--- config.mk ---
export PLATFORM = sky130hd
export DESIGN_NAME = bds_fifo
export DESIGN_NICKNAME = d
export VERILOG_FILES = /design/src/design/bds_pkg.sv /design/src/design/bds_fifo.sv
export SDC_FILE = /design/constraint.sdc
export NUM_CORES = 1
export LEC_CHECK = 0
export ABC_CLOCK_PERIOD_IN_PS = 2760
export BUFFER_PORTS_ARGS = -buffer_cell sky130_fd_sc_hd__buf_2
export CAP_MARGIN = 20
export CORE_UTILIZATION = 56
export DETAILED_ROUTE_END_ITERATION = 7
export GPL_TIMING_DRIVEN = 0
export PLACE_DENSITY = 0.78
export RECOVER_POWER = 50
export SETUP_SLACK_MARGIN = 0.2
export SLEW_MARGIN = 30
export SYNTH_ARGS = -nofsm -noshare
export SYNTH_HDL_FRONTEND = slang
export SYNTH_SLANG_ARGS = --single-unit
--- constraint.sdc ---
create_clock -name aclk -period 2.76 [get_ports aclk]
set_input_delay 0.552 -clock aclk [delete_from_list [all_inputs] [get_ports aclk]]
set_output_delay 0.552 -clock aclk [all_outputs]
set_load 0.005 [all_outputs]
--- src/design/bds_pkg.sv ---
// ============================================================================
// bds_pkg: shared types and constants for the blur / 2x downsample block
// Sizes, register indexes, the item handed from front to back, and the
// reciprocal constants used for the rounded divide by 9, 12 or 16.
// ============================================================================
package bds_pkg;

    // Line store and pixel geometry
    localparam int LINE_DEPTH  = 2048;
    localparam int COL_BITS    = $clog2(LINE_DEPTH);
    localparam int MAX_HEIGHT  = 4096;
    localparam int ROW_BITS    = $clog2(MAX_HEIGHT);
    localparam int PIX_BITS    = 8;
    localparam int WIDTH_BITS  = 12;
    localparam int HEIGHT_BITS = 13;

    // Configuration port
    localparam int CFG_INDEX_BITS = 4;
    localparam int CFG_DATA_BITS  = 13;
    localparam logic [WIDTH_BITS-1:0]  WIDTH_RESET  = WIDTH_BITS'(640);
    localparam logic [HEIGHT_BITS-1:0] HEIGHT_RESET = HEIGHT_BITS'(480);

    typedef enum logic [CFG_INDEX_BITS-1:0] {
        CFG_IMAGE_WIDTH  = CFG_INDEX_BITS'(0),
        CFG_IMAGE_HEIGHT = CFG_INDEX_BITS'(1)
    } cfg_index_t;

    // Column partial sum: up to 1+2+1 pixels
    localparam int TAP_BITS = PIX_BITS + 2;
    // Full kernel sum plus rounding offset: up to 16 pixels
    localparam int SUM_BITS = PIX_BITS + 4;

    // Queue between front and back
    localparam int FIFO_DEPTH    = 4;
    localparam int FIFO_PTR_BITS = $clog2(FIFO_DEPTH);
    localparam int FIFO_CNT_BITS = FIFO_PTR_BITS + 1;

    // Reciprocals scaled by 2**RECIP_SHIFT, rounded up; exact for sums < 4096
    localparam int RECIP_SHIFT = 16;
    localparam int RECIP_BITS  = 13;
    localparam logic [RECIP_BITS-1:0] RECIP_9  = RECIP_BITS'(7282);
    localparam logic [RECIP_BITS-1:0] RECIP_12 = RECIP_BITS'(5462);
    localparam int PROD_BITS   = SUM_BITS + RECIP_BITS;

    typedef enum logic [1:0] {
        DIV_16,
        DIV_12,
        DIV_9
    } div_sel_t;

    // One output's worth of work handed from front to back
    typedef struct packed {
        logic [TAP_BITS-1:0] left;
        logic [TAP_BITS-1:0] mid;
        logic [TAP_BITS-1:0] right;
        logic                top_row;
        logic                left_col;
        logic                line_last;
        logic                frame_last;
    } bds_item_t;

endpackage

--- src/design/bds_fifo.sv ---
// ============================================================================
// bds_fifo: short queue between front and back
// Holds pending output work so intake and output can stall independently.
// ============================================================================
module bds_fifo (
    input  logic                              aclk,
    input  logic                              aresetn,
    input  logic                              push,
    input  bds_pkg::bds_item_t                push_item,
    input  logic                              pop,
    output logic                              pop_valid,
    output bds_pkg::bds_item_t                pop_item,
    output logic [bds_pkg::FIFO_CNT_BITS-1:0] count
);
    import bds_pkg::*;

    bds_item_t                entry_reg [FIFO_DEPTH];
    logic [FIFO_PTR_BITS-1:0] wr_ptr_reg, rd_ptr_reg;
    logic [FIFO_CNT_BITS-1:0] count_reg;
    logic                     do_pop;

    assign pop_valid = (count_reg != '0);
    assign do_pop    = pop && pop_valid;
    assign pop_item  = entry_reg[rd_ptr_reg];
    assign count     = count_reg;

    // Pointers and fill count
    always_ff @(posedge aclk) begin
        if (!aresetn) begin
            wr_ptr_reg <= '0;
            rd_ptr_reg <= '0;
            count_reg  <= '0;
        end else begin
            if (push) begin
                wr_ptr_reg <= wr_ptr_reg + FIFO_PTR_BITS'(1);
            end
            if (do_pop) begin
                rd_ptr_reg <= rd_ptr_reg + FIFO_PTR_BITS'(1);
            end
            count_reg <= count_reg + FIFO_CNT_BITS'(push) - FIFO_CNT_BITS'(do_pop);
        end
    end

    // Store entries
    always_ff @(posedge aclk) begin
        if (push) begin
            entry_reg[wr_ptr_reg] <= push_item;
        end
    end

endmodule

==> impl_metrics.csv <==
group,metric,value,unit
power_and_ir_drop,leakage,2.25,nW
cts,cts_max_level,4,
cts,post_cts_buffers,0,
logic_synthesis,syn_nets,267,
cts,cts_buffer_depth,2,
route,antenna_left,0,
floorplan,design.core.area,9330,um^2
route,postRouteWirelength,8.97,mm
global_routing,grt.overflow.total,0,
worst_setup_path,crit_buf_inv,3,
power_and_ir_drop,pwr-share-seq,45.0,%
logic_synthesis,yosysTopAreaCell,"edfxtp_1",
route,route.detailed.drc,0,
sta,tns,0,ps
sta,maxSlewViolCount,0,
cts,ctsRootBufferMaster,"clkbuf_8",
worst_setup_path,rr_worst_depth,4,
worst_setup_path,endpoint_kind,"primary output",
worst_setup_path,critPathSlowestCell,"mux4_2",
worst_setup_path,max_stage_delay,530,ps
sta,hold_violations,0,
placed_design,dpl.hpwl,5.70,mm
power_and_ir_drop,power.switching,0.00135,W
outcome,status,"finished, final reports clean",
logic_synthesis,avgSynthCellArea,24.4,um^2
worst_setup_path,path_class,"flop to primary output",
cells_and_area,syn_to_final_growth,21.8,%
cts,holdBufCountCts,0,
route,wl_per_cell,19.4,um
power_and_ir_drop,p_sw_share,23.5,%
logic_synthesis,ys_ff_latch,145,
logic_synthesis,yosys_warnings,0,
logic_synthesis,ys_seq_area_share,78.6,%
worst_hold_path,min_from,"push_item[33]",
worst_setup_path,reg2reg_from,"wr_ptr_reg[0]",
floorplan,die-area,10100,um^2
power_and_ir_drop,p_comb_share,17.2,%
cts,clk_latency,510,ps
sta,period_share,86.6,%
cts,path_clk_slew,60,ps
sta,worst_pin_slew,1380,ps
logic_synthesis,synth_area_leaders,"edfxtp_1, mux4_2, dfxtp_1",
sta,max_freq,418,MHz
placed_design,dp.cells,430,
floorplan,ios,76,
route,drtIter0Drc,143,
route,vias_per_cell,5.45,
floorplan,die_x,100,um
route,vias,2519,
sta,setup_viol,0,
placed_design,gp_congestion,0.663,
floorplan,rows,35,
cts,clkSinkCount,145,
cts,cts_tree,"built",
worst_setup_path,critical-path-top-delay-family,"multiplexers",
worst_hold_path,hp-class,"input port to flop",
global_routing,grt_pass1_vias,2641,
logic_synthesis,netlist.area_leader.share,75.3,%
logic_synthesis,syn_area,5420,um^2
worst_setup_path,setup.worst_path.end,"pop_item[3]",
worst_setup_path,crit_cells,4,
route,dr.pass1.iters,4,
cells_and_area,largest_register_ffs,136,
global_routing,grt_max_degree,22,
power_and_ir_drop,p_clk_share,37.8,%
global_routing,grt_pass1_wl,14.0,mm
worst_setup_path,required,2210,ps
sta,min_period,2390,ps
power_and_ir_drop,ir_drop,0.488,mV
cells_and_area,fin_cells,462,
cells_and_area,drive_above_1_share,34.5,%
worst_setup_path,arrival,1840,ps
worst_setup_path,timing.rr.end,"entry_reg[2][13]",
logic_synthesis,syn_inst,222,
placed_design,io_buffers,75,
sta,slew_headroom,7.86,%
worst_setup_path,critPathLaunchType,"flop",
power_and_ir_drop,p_int,0.00441,W
worst_setup_path,path_cells,"buf_6 > buf_12 > mux4_2 > buf_2",
logic_synthesis,synth_cell_type_count,21,
cts,cts-buffers-inserted,17,
global_routing,track_usage,20.0,%
floorplan,start_util,58.1,%
worst_setup_path,crit_path_max_fanout,10,
sta,fin_skew,4.26,ps
sta,rsz0062_at_grt,"false",
cells_and_area,num_antenna_cells,0,
power_and_ir_drop,p_per_area,872,nW/um^2
global_routing,antenna_found_initial,0,
run,cap_violations,0,
cells_and_area,num-nets-final,365,
floorplan,die_h,100,um
worst_setup_path,r2r_slack,560,ps
-- what timing repair did --
item | 4_1_cts | 5_1_grt
endpoints found under the setup margin | 3 | 20
gates resized for setup | 2 | 2
cloned | 0 | 0
-- cells in the mapped netlist --
| cell type | count |
|---|---|
| buf_6 | 1 |
| mux4_2 | 30 |
| clkbuf_1 | 1 |
| o311ai_0 | 1 |
| and2_1 | 8 |
| nand2_1 | 2 |
| ha_1 | 6 |
| nor2b_1 | 1 |
| mux2i_1 | 4 |
| fa_1 | 1 |
| buf_2 | 3 |
| nand2b_1 | 2 |
| dfxtp_1 | 9 |
| or3_1 | 1 |
| edfxtp_1 | 136 |
| inv_1 | 6 |
| buf_12 | 3 |
| o31a_1 | 1 |
| mux4_1 | 4 |
| xor2_1 | 1 |
| xnor3_1 | 1 |
-- how the worst min path moves through the flow --
stage | end | slack [ps] | cells past startpoint
after global placement | rd_ptr_reg[1] | 460 | 2
after floorplan | flop | 450 | 2
after global routing | entry_reg[1][7] | 280 | 1
final | entry_reg[3][33] | 290 | 1
after detailed placement | flop | 470 | 2
after CTS | entry_reg[3][33] | 230 | 1
-- final cells by class --
class | count | area (um^2)
flip-flops and latches | 145 | 4260
fillers | 606 | 2720
multi-input cells | 63 | 1050
repair buffers | 79 | 443
clock buffers | 18 | 418
well taps | 129 | 161
clock inverters | 14 | 154
plain buffers | 8 | 96.3
inverters | 6 | 22.5
-- power by group through the flow --
stage          registers (W)  clock network [W]  logic, W
2_1_floorplan        0.00263                  0  0.000662
3_3_place_gp         0.00264                  0  0.000979
3_5_place_dp         0.00264                  0   0.00101
4_1_cts              0.00260            0.00221   0.00103
5_1_grt              0.00261            0.00231   0.00109
6_report             0.00259            0.00218  0.000993
-- metrics by stage --
step	total power, W	hold WS [ps]	setup WS (ps)	area [um^2]	util [%]
3_3_place_gp	0.00361	461	191	5960	63.9
6_report	0.00576	294	369	6610	70.9
3_5_place_dp	0.00366	472	661	6080	65.1
5_1_grt	0.00601	277	273	6610	70.9
4_1_cts	0.00584	233	195	6650	71.3
2_1_floorplan	0.00329	449	809	5420	-
-- placed cells by master (no fill, tap or decap) --
| master | instances |
|---|---|
| and2_1 | 3 |
| edfxtp_1 | 136 |
| xnor3_1 | 1 |
| bufinv_16 | 2 |
| clkinvlp_4 | 2 |
| ha_1 | 6 |
| dfxtp_1 | 9 |
| clkbuf_8 | 1 |
| fa_1 | 1 |
| and2_0 | 3 |
| buf_12 | 3 |
| buf_4 | 2 |
| clkinv_2 | 1 |
| buf_6 | 1 |
| clkbuf_1 | 35 |
| inv_6 | 6 |
| xor2_1 | 1 |
| nor2b_1 | 1 |
| mux4_1 | 4 |
| nand2b_1 | 2 |
| clkbuf_2 | 1 |
| o311ai_0 | 1 |
| clkinv_1 | 1 |
| and2_2 | 2 |
| inv_1 | 6 |
| mux4_2 | 30 |
| buf_2 | 42 |
| or3_1 | 1 |
| o31a_1 | 1 |
| mux2i_1 | 4 |
| clkbuf_16 | 16 |
| clkinv_4 | 2 |
| nand2_1 | 2 |
| buf_16 | 4 |
-- metal layers --
| layer | GRT usage, % | part of all wire, % | vias up | wire length [um] |
|---|---|---|---|---|
| met5 | 0 | 0 | - | 0 |
| met4 | 9.59 | 2.0 | 0 | 177 |
| met3 | 5.36 | 4.4 | 15 | 395 |
| met2 | 33.8 | 53 | 82 | 4790 |
| met1 | 24.0 | 40 | 1295 | 3610 |
| li1 | - | - | 1127 | - |
-- kinds of logic after synthesis --
logic type,count (synthesis),synth area share [%]
DFF,145,78.6
AOI/OAI and AO/OA,2,0.323
and+or+nand+nor,14,1.52
buffers and inverters,14,2.08
xor gates and xnor gates,2,0.577
adders and majority gates,7,1.75
muxes,38,15.1
No activity file was read; power rests on OpenSTA's default activity.
