**src/design/bds_pkg.sv**
```systemverilog
// ============================================================================
// bds_pkg: shared types and constants for the blur / 2x downsample block
// Sizes, register indexes, the item handed from front to back, and the
// reciprocal constants used for the rounded divide by 9, 12 or 16.
// ============================================================================
package bds_pkg;

    // Line store and pixel geometry
    localparam int LINE_DEPTH  = 2048;
    localparam int COL_BITS    = $clog2(LINE_DEPTH);
    localparam int MAX_HEIGHT  = 4096;
    localparam int ROW_BITS    = $clog2(MAX_HEIGHT);
    localparam int PIX_BITS    = 8;
    localparam int WIDTH_BITS  = 12;
    localparam int HEIGHT_BITS = 13;

    // Configuration port
    localparam int CFG_INDEX_BITS = 4;
    localparam int CFG_DATA_BITS  = 13;
    localparam logic [WIDTH_BITS-1:0]  WIDTH_RESET  = WIDTH_BITS'(640);
    localparam logic [HEIGHT_BITS-1:0] HEIGHT_RESET = HEIGHT_BITS'(480);

    typedef enum logic [CFG_INDEX_BITS-1:0] {
        CFG_IMAGE_WIDTH  = CFG_INDEX_BITS'(0),
        CFG_IMAGE_HEIGHT = CFG_INDEX_BITS'(1)
    } cfg_index_t;

    // Column partial sum: up to 1+2+1 pixels
    localparam int TAP_BITS = PIX_BITS + 2;
    // Full kernel sum plus rounding offset: up to 16 pixels
    localparam int SUM_BITS = PIX_BITS + 4;

    // Queue between front and back
    localparam int FIFO_DEPTH    = 4;
    localparam int FIFO_PTR_BITS = $clog2(FIFO_DEPTH);
    localparam int FIFO_CNT_BITS = FIFO_PTR_BITS + 1;

    // Reciprocals scaled by 2**RECIP_SHIFT, rounded up; exact for sums < 4096
    localparam int RECIP_SHIFT = 16;
    localparam int RECIP_BITS  = 13;
    localparam logic [RECIP_BITS-1:0] RECIP_9  = RECIP_BITS'(7282);
    localparam logic [RECIP_BITS-1:0] RECIP_12 = RECIP_BITS'(5462);
    localparam int PROD_BITS   = SUM_BITS + RECIP_BITS;

    typedef enum logic [1:0] {
        DIV_16,
        DIV_12,
        DIV_9
    } div_sel_t;

    // One output's worth of work handed from front to back
    typedef struct packed {
        logic [TAP_BITS-1:0] left;
        logic [TAP_BITS-1:0] mid;
        logic [TAP_BITS-1:0] right;
        logic                top_row;
        logic                left_col;
        logic                line_last;
        logic                frame_last;
    } bds_item_t;

endpackage

```
**src/design/bds_back.sv**
```systemverilog
// ============================================================================
// bds_back: kernel sum, rounded divide and output register
// Adds column sums with their weights, picks the divisor, divides by
// reciprocal multiply (or shift for 16) and holds the result until the sink takes it.
// ============================================================================
module bds_back (
    input  logic                         aclk,
    input  logic                         aresetn,
    input  logic                         item_valid,
    input  bds_pkg::bds_item_t           item,
    output logic                         item_pop,
    output logic                         out_valid,
    input  logic                         out_ready,
    output logic [bds_pkg::PIX_BITS-1:0] out_pixel,
    output logic                         out_line_last,
    output logic                         out_frame_last
);
    import bds_pkg::*;

    logic                 b1_valid_reg;
    logic [SUM_BITS-1:0]  b1_sum_reg;
    div_sel_t             b1_div_reg;
    logic                 b1_line_reg, b1_frame_reg;
    logic                 out_valid_reg;
    logic [PIX_BITS-1:0]  out_pixel_reg;
    logic                 out_line_reg, out_frame_reg;
    logic                 out_en, b1_en;
    logic [SUM_BITS-1:0]  sum_raw, sum_round;
    div_sel_t             div_sel;
    logic [PROD_BITS-1:0] prod;
    logic [PIX_BITS-1:0]  quot;

    assign out_en   = !out_valid_reg || out_ready;
    assign b1_en    = !b1_valid_reg || out_en;
    assign item_pop = item_valid && b1_en;

    // Weighted sum and rounding offset
    always_comb begin
        sum_raw = (item.left_col ? SUM_BITS'(0) : SUM_BITS'(item.left))
                + SUM_BITS'({item.mid, 1'b0}) + SUM_BITS'(item.right);
        priority if (item.top_row && item.left_col) begin
            div_sel   = DIV_9;
            sum_round = sum_raw + SUM_BITS'(4);
        end else if (item.top_row || item.left_col) begin
            div_sel   = DIV_12;
            sum_round = sum_raw + SUM_BITS'(6);
        end else begin
            div_sel   = DIV_16;
            sum_round = sum_raw + SUM_BITS'(8);
        end
    end

    // Divide by reciprocal multiply, or by shift for 16
    always_comb begin
        prod = '0;
        unique case (b1_div_reg)
            DIV_9: begin
                prod = PROD_BITS'(b1_sum_reg) * PROD_BITS'(RECIP_9);
                quot = prod[RECIP_SHIFT +: PIX_BITS];
            end
            DIV_12: begin
                prod = PROD_BITS'(b1_sum_reg) * PROD_BITS'(RECIP_12);
                quot = prod[RECIP_SHIFT +: PIX_BITS];
            end
            DIV_16: begin
                quot = b1_sum_reg[4 +: PIX_BITS];
            end
            default: begin
                quot = '0;
            end
        endcase
    end

    // Stage valids
    always_ff @(posedge aclk) begin
        if (!aresetn) begin
            b1_valid_reg  <= 1'b0;
            out_valid_reg <= 1'b0;
        end else begin
            if (b1_en) begin
                b1_valid_reg <= item_valid;
            end
            if (out_en) begin
                out_valid_reg <= b1_valid_reg;
            end
        end
    end

    // Stage payloads
    always_ff @(posedge aclk) begin
        if (item_pop) begin
            b1_sum_reg   <= sum_round;
            b1_div_reg   <= div_sel;
            b1_line_reg  <= item.line_last;
            b1_frame_reg <= item.frame_last;
        end
        if (out_en && b1_valid_reg) begin
            out_pixel_reg <= quot;
            out_line_reg  <= b1_line_reg;
            out_frame_reg <= b1_frame_reg;
        end
    end

    assign out_valid      = out_valid_reg;
    assign out_pixel      = out_pixel_reg;
    assign out_line_last  = out_line_reg;
    assign out_frame_last = out_frame_reg;

endmodule

```
**config.mk**
```make
export PLATFORM = sky130hd
export DESIGN_NAME = bds_back
export DESIGN_NICKNAME = d
export VERILOG_FILES = /design/src/design/bds_pkg.sv /design/src/design/bds_back.sv
export SDC_FILE = /design/constraint.sdc
export NUM_CORES = 1
export LEC_CHECK = 0
export ABC_AREA = 0
export BUFFER_PORTS_ARGS = -buffer_cell sky130_fd_sc_hd__clkbuf_2
export CAP_MARGIN = 0
export CORE_ASPECT_RATIO = 0.8
export CORE_MARGIN = 4
export CORE_UTILIZATION = 55
export DETAILED_ROUTE_END_ITERATION = 8
export PLACE_DENSITY = 0.72
export RECOVER_POWER = 25
export SLEW_MARGIN = 20
export SYNTH_ARGS = -nofsm -noshare
export SYNTH_HDL_FRONTEND = slang
export SYNTH_SLANG_ARGS = --single-unit
export TNS_END_PERCENT = 100
```
**constraint.sdc**
```tcl
create_clock -name aclk -period 7.25 [get_ports aclk]
set_input_delay 0.3625 -clock aclk [delete_from_list [all_inputs] [get_ports aclk]]
set_output_delay 0.3625 -clock aclk [all_outputs]
set_load 0.01 [all_outputs]
```
==> results of run 1 <==
[logic make-up (layout without fill, tap and decap cells)]
| kind of cell | Yosys count | in the layout | share of synthesized area [%] |
|---|---|---|---|
| AOI/OAI and AO/OA | 86 | 86 | 9.822 |
| DFF | 28 | 28 | 13.02 |
| and+or+nand+nor | 74 | 74 | 5.933 |
| adders and majority gates | 237 | 237 | 56.39 |
| xor gates and xnor gates | 37 | 37 | 5.377 |
| muxes | 6 | 6 | 0.9524 |
| buffers and inverters | 143 | 192 | 8.512 |
[routing by layer]
| metal | up-vias | part of all wire (%) | track usage, % |
|---|---|---|---|
| li1 | 2139 | - | - |
| met1 | 2121 | 48 | 29.97 |
| met2 | 93 | 46 | 32.12 |
| met3 | 11 | 5.5 | 2.623 |
| met4 | 0 | 0.96 | 4.091 |
| met5 | - | 0 | 0 |
[cell type report]
| cell class | count | area (um2) |
|---|---|---|
| multi-input combinational | 440 | 4949 |
| fill | 888 | 4229 |
| sequential | 28 | 820.8 |
| inverter | 138 | 518.0 |
| timing repair buffer | 50 | 242.7 |
| tap | 144 | 180.2 |
| clock buffer | 4 | 78.83 |
[cells in the final DEF (no fill, tap or decap), drive strengths merged, types with 2 or more instances in the layout]
master / netlist / routed
fa: 79 / 79
inv: 138 / 138
edfxtp: 26 / 26
nor3: 6 / 6
o21a: 8 / 8
o211ai: 6 / 6
nand2b: 3 / 3
nand3b: 2 / 2
nor2: 20 / 20
dfxtp: 2 / 2
o21ai: 9 / 9
mux2i: 6 / 6
ha: 157 / 157
clkbuf: 4 / 53
nand3: 4 / 4
a22oi: 2 / 2
nand2: 16 / 16
a31o: 3 / 3
a21o: 6 / 6
a211oi: 3 / 3
a21oi: 25 / 25
o31ai: 5 / 5
o22ai: 4 / 4
a211o: 3 / 3
and3: 4 / 4
xnor2: 25 / 25
xor2: 12 / 12
a21boi: 2 / 2
nor2b: 15 / 15
[worst max-delay path, cell delays in order, from the launching register on]
cell	delay (ns)
sky130_fd_sc_hd__edfxtp_1	0.64
sky130_fd_sc_hd__inv_1	0.21
sky130_fd_sc_hd__fa_1	0.51
sky130_fd_sc_hd__inv_1	0.06
sky130_fd_sc_hd__ha_1	0.29
sky130_fd_sc_hd__inv_1	0.06
sky130_fd_sc_hd__fa_1	0.53
sky130_fd_sc_hd__inv_1	0.05
sky130_fd_sc_hd__fa_1	0.50
sky130_fd_sc_hd__inv_1	0.06
sky130_fd_sc_hd__fa_1	0.53
sky130_fd_sc_hd__inv_1	0.04
sky130_fd_sc_hd__ha_1	0.22
sky130_fd_sc_hd__a211o_1	0.28
sky130_fd_sc_hd__a21oi_1	0.12
sky130_fd_sc_hd__o21ai_1	0.12
sky130_fd_sc_hd__a21bo_2	0.26
sky130_fd_sc_hd__a31o_2	0.26
sky130_fd_sc_hd__a21oi_1	0.18
sky130_fd_sc_hd__xor2_1	0.17
sky130_fd_sc_hd__o221ai_1	0.12
[Yosys cell counts, types with 6 or more instances]
master and count:
sky130_fd_sc_hd__inv_1 138, sky130_fd_sc_hd__nand2_1 16, sky130_fd_sc_hd__nor2_1 19, sky130_fd_sc_hd__edfxtp_1 26, sky130_fd_sc_hd__a21oi_1 24, sky130_fd_sc_hd__nor2b_1 15, sky130_fd_sc_hd__fa_1 79, sky130_fd_sc_hd__o21a_1 8
sky130_fd_sc_hd__nor3_1 6, sky130_fd_sc_hd__xor2_1 12, sky130_fd_sc_hd__ha_1 157, sky130_fd_sc_hd__o21ai_0 8, sky130_fd_sc_hd__o211ai_1 6, sky130_fd_sc_hd__xnor2_1 23, sky130_fd_sc_hd__mux2i_1 6, sky130_fd_sc_hd__a21o_1 6
[path summary, 6_finish.rpt]
check	endpoint	slack, ns
max reg2reg	out_pixel[3]	1.77
min reg2reg	out_frame_last	0.43
min	b1_line_reg	0.27
max	out_pixel[3]	1.77
[through the flow]
stage          util [%]  std cells  setup WS [ns]
4_1_cts           61.71        804          1.716
2_1_floorplan         -        611          2.224
3_5_place_dp      60.99        800          1.736
6_report          61.62        804          1.771
5_1_grt           61.62        804          1.342
3_3_place_gp      60.99        800          1.862
==> implementation parameters, run 1 <==
Parameter                              Value

GRT
  First-pass GRT wire length    21,850 um
  Largest net degree at the start of global routing    23
  GRT Residual Overflow    0
  GR Util All Layers    a little over 20%
  Initial antenna violation count    0
  Via count of the first global-routing pass    4,570

Hold path
  Cell count of the worst hold path    1
  Worst hold-check path type    in2reg
  Hold_sp    item[1]

Drt
  Routed Wire Length    about 13,000 um
  Number of vias per cell after detailed routing    ~5.4
  Iteration-0 DRC count of the detailed router    ~180
  Wire length per cell    15.82 um
  DR vias    4,364
  Iteration count of the initial detailed-routing pass    4
  Count of unresolved DRC violations after routing    0
  Residual antenna-violating net count after detailed routing    0

Clock tree
  Number of buffers added to fix hold violations after cts    0
  Clock buffer depth    2
  Setup fix buffers added after clock tree synthesis    0
  Clk_lat worst skew    0.27 ns
  Clock Sink Count    28
  Count of instances resized after the clock tree is built    0
  H-tree levels    1
  Clock-pin slew on the worst setup and hold paths    0.07 ns
  CTS tree    done
  Clock tree root buffer cell    sky130_fd_sc_hd__clkbuf_16
  Num CTS Buffers    3

Yosys
  Post-synth net total    885
  Summed instance area of the synthesized netlist    roughly 0.0063 mm2
  Proportion of netlist area held by the largest area contributor    31.15%
  Proportion of synthesized chip area in sequential cells    13.02%
  Top flip-flop cell by instance count after synthesis    sky130_fd_sc_hd__edfxtp_1
  Number of synthesized register bits    28
  Synth Warn #    0
  Area leader, netlist    sky130_fd_sc_hd__ha_1
  Mapped Avg Cell Area    10.32 um2
  Area contributors post-synth    sky130_fd_sc_hd__ha_1 31%, sky130_fd_sc_hd__fa_1 25%, sky130_fd_sc_hd__edfxtp_1 12%, sky130_fd_sc_hd__inv_1 8.2%, sky130_fd_sc_hd__xnor2_1 3.2%
  Number of enable-type register cells in the synthesized netlist    26
  Number of distinct library cell variants in the gate-level netlist after synthesis    54
  Post-synthesis instance total    about 610
  Post-synthesis async set-or-reset flop share    0%

STA
  Final Hold Fails    0
  Transition time at the pin with the least slew margin    0.9223 ns
  Final total negative setup slack    0 ns
  Skew final    between 0.008 and 0.009 ns
  Final Setup Violations    0
  Min Hold Slack    0.2677 ns
  Remaining max-slew budget at the tightest pin    a little under two fifths
  Min Clock Period, post-route    5.479 ns
  Setup repair after global routing missed its margin    false
  Highest Clock Rate    182.5 MHz
  Final Cycle Share    between 70 and 80%
  Final-report max-slew violation count    0

Finish
  Fin nets    between 900 and 1k
  Area Overhead vs Synth    7.659%
  Antenna cells    0
  Share of final-layout standard cells stronger than drive strength 1    8.939%
  Final std cell area, no fill    0.006789 mm2
  Largest register FFs    12

Run status
  Result of the run    complete, no violations

Floorplan
  Std-Cell Rows    34
  Boundary pin count    50
  Overall die area    0.01325 mm2
  Core ar.    0.01102 mm2
  Initial standard-cell utilization of the core    a little under three fifths
  Horiz. Die Dim    127.7 um
  Die height    103.8 um

Worst setup path
  Worst setup path start    b1_sum_reg[9]
  Setup crit end kind    register
  Worst R2R Path Depth    20
  Critical Setup Path Class    reg2reg
  Largest fanout on the critical path    9
  Startpoint Class    register
  R2R Path Start    b1_sum_reg[9]
  Critical path arrival    5.49 ns
  CP Data Required Time    around 7.3 ns

Placed design
  Placer Congestion    0.9199
  Total cell area at the placement stage    ~0.0067 mm2
  Sum of net half-perimeters after detailed placement    approximately 11,000 um
  PortBufs    slightly below 50

Job
  Max-cap violation count    0
Power of run 1 is left out: the tool's default activity adds up to more than one toggle a clock period on the data nets, which glitch-free logic cannot reach.
==> run 2: changes to the inputs <==
==> constraint.sdc (replaced) <==
create_clock -name aclk -period 5.3 [get_ports aclk]
set_input_delay 0.265 -clock aclk [delete_from_list [all_inputs] [get_ports aclk]]
set_output_delay 0.265 -clock aclk [all_outputs]
set_load 0.01 [all_outputs]
==> run 2 against run 1 <==
Compared with the run above: first-iteration DRC count grew 39%; fmax grew 6.6%; wire length grew 5.2%; core utilization grew 2.7 points; die area is the same.
==> implementation parameters, run 2 (synthesis gave the netlist of run 1 again) <==
Parameter                              Value

Clock tree
  CTS tree    done
  Num CTS Buffers    3 (unchanged)
  Clock Sink Count    28 (unchanged)
  Clk_lat worst skew    0.27 ns (about the same)
  Clock tree root buffer cell    sky130_fd_sc_hd__clkbuf_16
  Clock buffer depth    2 (unchanged)
  H-tree levels    1 (unchanged)
  Clock-pin slew on the worst setup and hold paths    0.07 ns (about the same)
  Number of buffers added to fix hold violations after cts    0 (unchanged)

Drt
  Count of unresolved DRC violations after routing    0 (unchanged)
  Number of vias per cell after detailed routing    5.369 (-1.1%)
  DR vias    4,451 (+2.0%)
  Wire length per cell    16.14 um (+2.0%)
  Routed Wire Length    13,380 um (+5.2%)
  Iteration-0 DRC count of the detailed router    256 (+39%)
  Iteration count of the initial detailed-routing pass    4 (unchanged)
  Residual antenna-violating net count after detailed routing    0 (unchanged)

Finish
  Post-route core utilization    64.35% (+2.7 points)
  Fill cell count    879 (-1.0%)
  Final std cell area, no fill    0.007091 mm2 (+4.4%)
  Most frequent cells in the layout    150 x sky130_fd_sc_hd__ha_1, 138 x sky130_fd_sc_hd__inv_1, 79 x sky130_fd_sc_hd__fa_1, 41 x sky130_fd_sc_hd__clkbuf_2, 26 x sky130_fd_sc_hd__edfxtp_1
  Antenna cells    0 (unchanged)
  Most common library cell in the layout ignoring fill and taps    sky130_fd_sc_hd__ha_1
  Share of final-layout standard cells stronger than drive strength 1    14.01% (+5.1 points)
  Fin nets    960 (+2.7%)
  Area Overhead vs Synth    12.44%
  Largest register FFs    12 (unchanged)

STA
  Min Clock Period, post-route    5.139 ns (-0.3395 ns)
  Highest Clock Rate    194.6 MHz (+6.6%)
  Remaining max-slew budget at the tightest pin    36.96% (-1.4 points)
  Transition time at the pin with the least slew margin    0.9436 ns (+0.02130 ns)
  Final Setup Violations    0 (unchanged)
  Min Hold Slack    0.1661 ns (-0.1015 ns)
  Setup repair after global routing missed its margin    true
  Final total negative setup slack    0 ns (unchanged)
  Skew final    0.003553 ns (-0.004888 ns)
  Final Cycle Share    96.97% (+21 points)
  Final-report max-slew violation count    0 (unchanged)
  Final Hold Fails    0 (unchanged)

Worst setup path
  CP Data Required Time    5.30 ns (-1.96 ns)
  Worst setup path start    b1_sum_reg[2]
  Startpoint Class    register
  CP Capture Point    out_pixel[3]
  Critical Setup Path Class    reg2reg
  Worst R2R Path Depth    19 (-5.0%)
  Largest fanout on the critical path    4 (-5)
  Worst reg2reg endpoint    out_pixel[3]
  Setup crit end kind    register
  R2R Path Start    b1_sum_reg[2]
  Critical path arrival    5.14 ns (-0.35 ns)
  Setup slack of the most critical reg-to-reg path    0.16 ns (-1.61 ns)

Placed design
  Placer Congestion    0.8857 (-3.7%)
  Sum of net half-perimeters after detailed placement    11,620 um (+2.8%)
  Total cell area at the placement stage    0.006818 mm2 (+1.5%)
  PortBufs    49 (unchanged)

GRT
  GRT Residual Overflow    0 (unchanged)
  GR Util All Layers    20.40% (+0.12 points)
  Largest net degree at the start of global routing    23 (unchanged)
  Initial antenna violation count    0 (unchanged)
  First-pass GRT wire length    22,090 um (+1.1%)
  Via count of the first global-routing pass    4,667 (+2.1%)

Floorplan
  Std-Cell Rows    34 (unchanged)
  Die height    103.8 um (unchanged)
  Overall die area    0.01325 mm2 (unchanged)
  Boundary pin count    50 (unchanged)
  Initial standard-cell utilization of the core    57.23% (unchanged)
  Horiz. Die Dim    127.7 um (unchanged)
  Core ar.    0.01102 mm2 (unchanged)

Run status
  Result of the run    complete, no violations

Hold path
  Worst hold-check path type    in2reg

Job
  Max-cap violation count    0 (unchanged)
run 2: worst min path at each step:
stage / startpoint / to / depth (start not counted)
floorplan: item[0] / b1_frame_reg / 0
global placement: b1_line_reg / out_line_last / 0
detailed placement: b1_line_reg / out_line_last / 0
CTS: item[0] / b1_frame_reg / 1
global route: item[0] / b1_frame_reg / 1
finish: item[0] / b1_frame_reg / 1
run 2: final cells by class:
cell class / instances / area, um2 / share of cell area, %
clock buffer: 3 / 75.07 / 1.059
clock inverter: 1 / 3.754 / 0.05294
sequential: 28 / 820.8 / 11.58
tap: 144 / 180.2 / 2.541
multi-input combinational: 440 / 5051 / 71.24
inverter: 138 / 518.0 / 7.305
timing repair buffer: 75 / 441.7 / 6.229
run 2: repair_timing:
item | CTS | global route
endpoints found under the setup margin | 1 | 7
gates resized for setup | 0 | 16
setup buffers | 2 | 10
pin swaps | 1 | 14
run 2: per-layer routing:
metal / global-route usage (%) / share of wire (%) / vias to the layer above
met5: 0 / 0 / -
met4: 3.258 / 0.90 / 0
met3: 3.704 / 4.3 / 13
met2: 34.03 / 48 / 92
met1: 28.32 / 47 / 2165
li1: - / - / 2181
run 2: critical path, stage by stage (launching register included):
cell and delay, ns:
sky130_fd_sc_hd__edfxtp_1 0.53, sky130_fd_sc_hd__buf_6 0.18, sky130_fd_sc_hd__fa_1 0.48, sky130_fd_sc_hd__ha_4 0.30, sky130_fd_sc_hd__inv_1 0.05, sky130_fd_sc_hd__fa_1 0.50, sky130_fd_sc_hd__inv_1 0.06, sky130_fd_sc_hd__fa_1 0.52
sky130_fd_sc_hd__inv_1 0.07, sky130_fd_sc_hd__fa_1 0.53, sky130_fd_sc_hd__inv_1 0.05, sky130_fd_sc_hd__ha_2 0.19, sky130_fd_sc_hd__a211o_1 0.26, sky130_fd_sc_hd__a21oi_1 0.11, sky130_fd_sc_hd__o21ai_1 0.11, sky130_fd_sc_hd__a21bo_2 0.23
sky130_fd_sc_hd__a31o_2 0.27, sky130_fd_sc_hd__a21oi_2 0.14, sky130_fd_sc_hd__xor2_1 0.16, sky130_fd_sc_hd__o221ai_1 0.13
run 2: metrics by stage:
step | instances | setup slack, ns
finish | 829 | 0.1605
global route | 829 | -0.03656
CTS | 819 | 0.002280
detailed placement | 813 | -0.01037
global placement | 813 | 0.1595
floorplan | 611 | 0.2744
Power of run 2 is left out for the same reason.
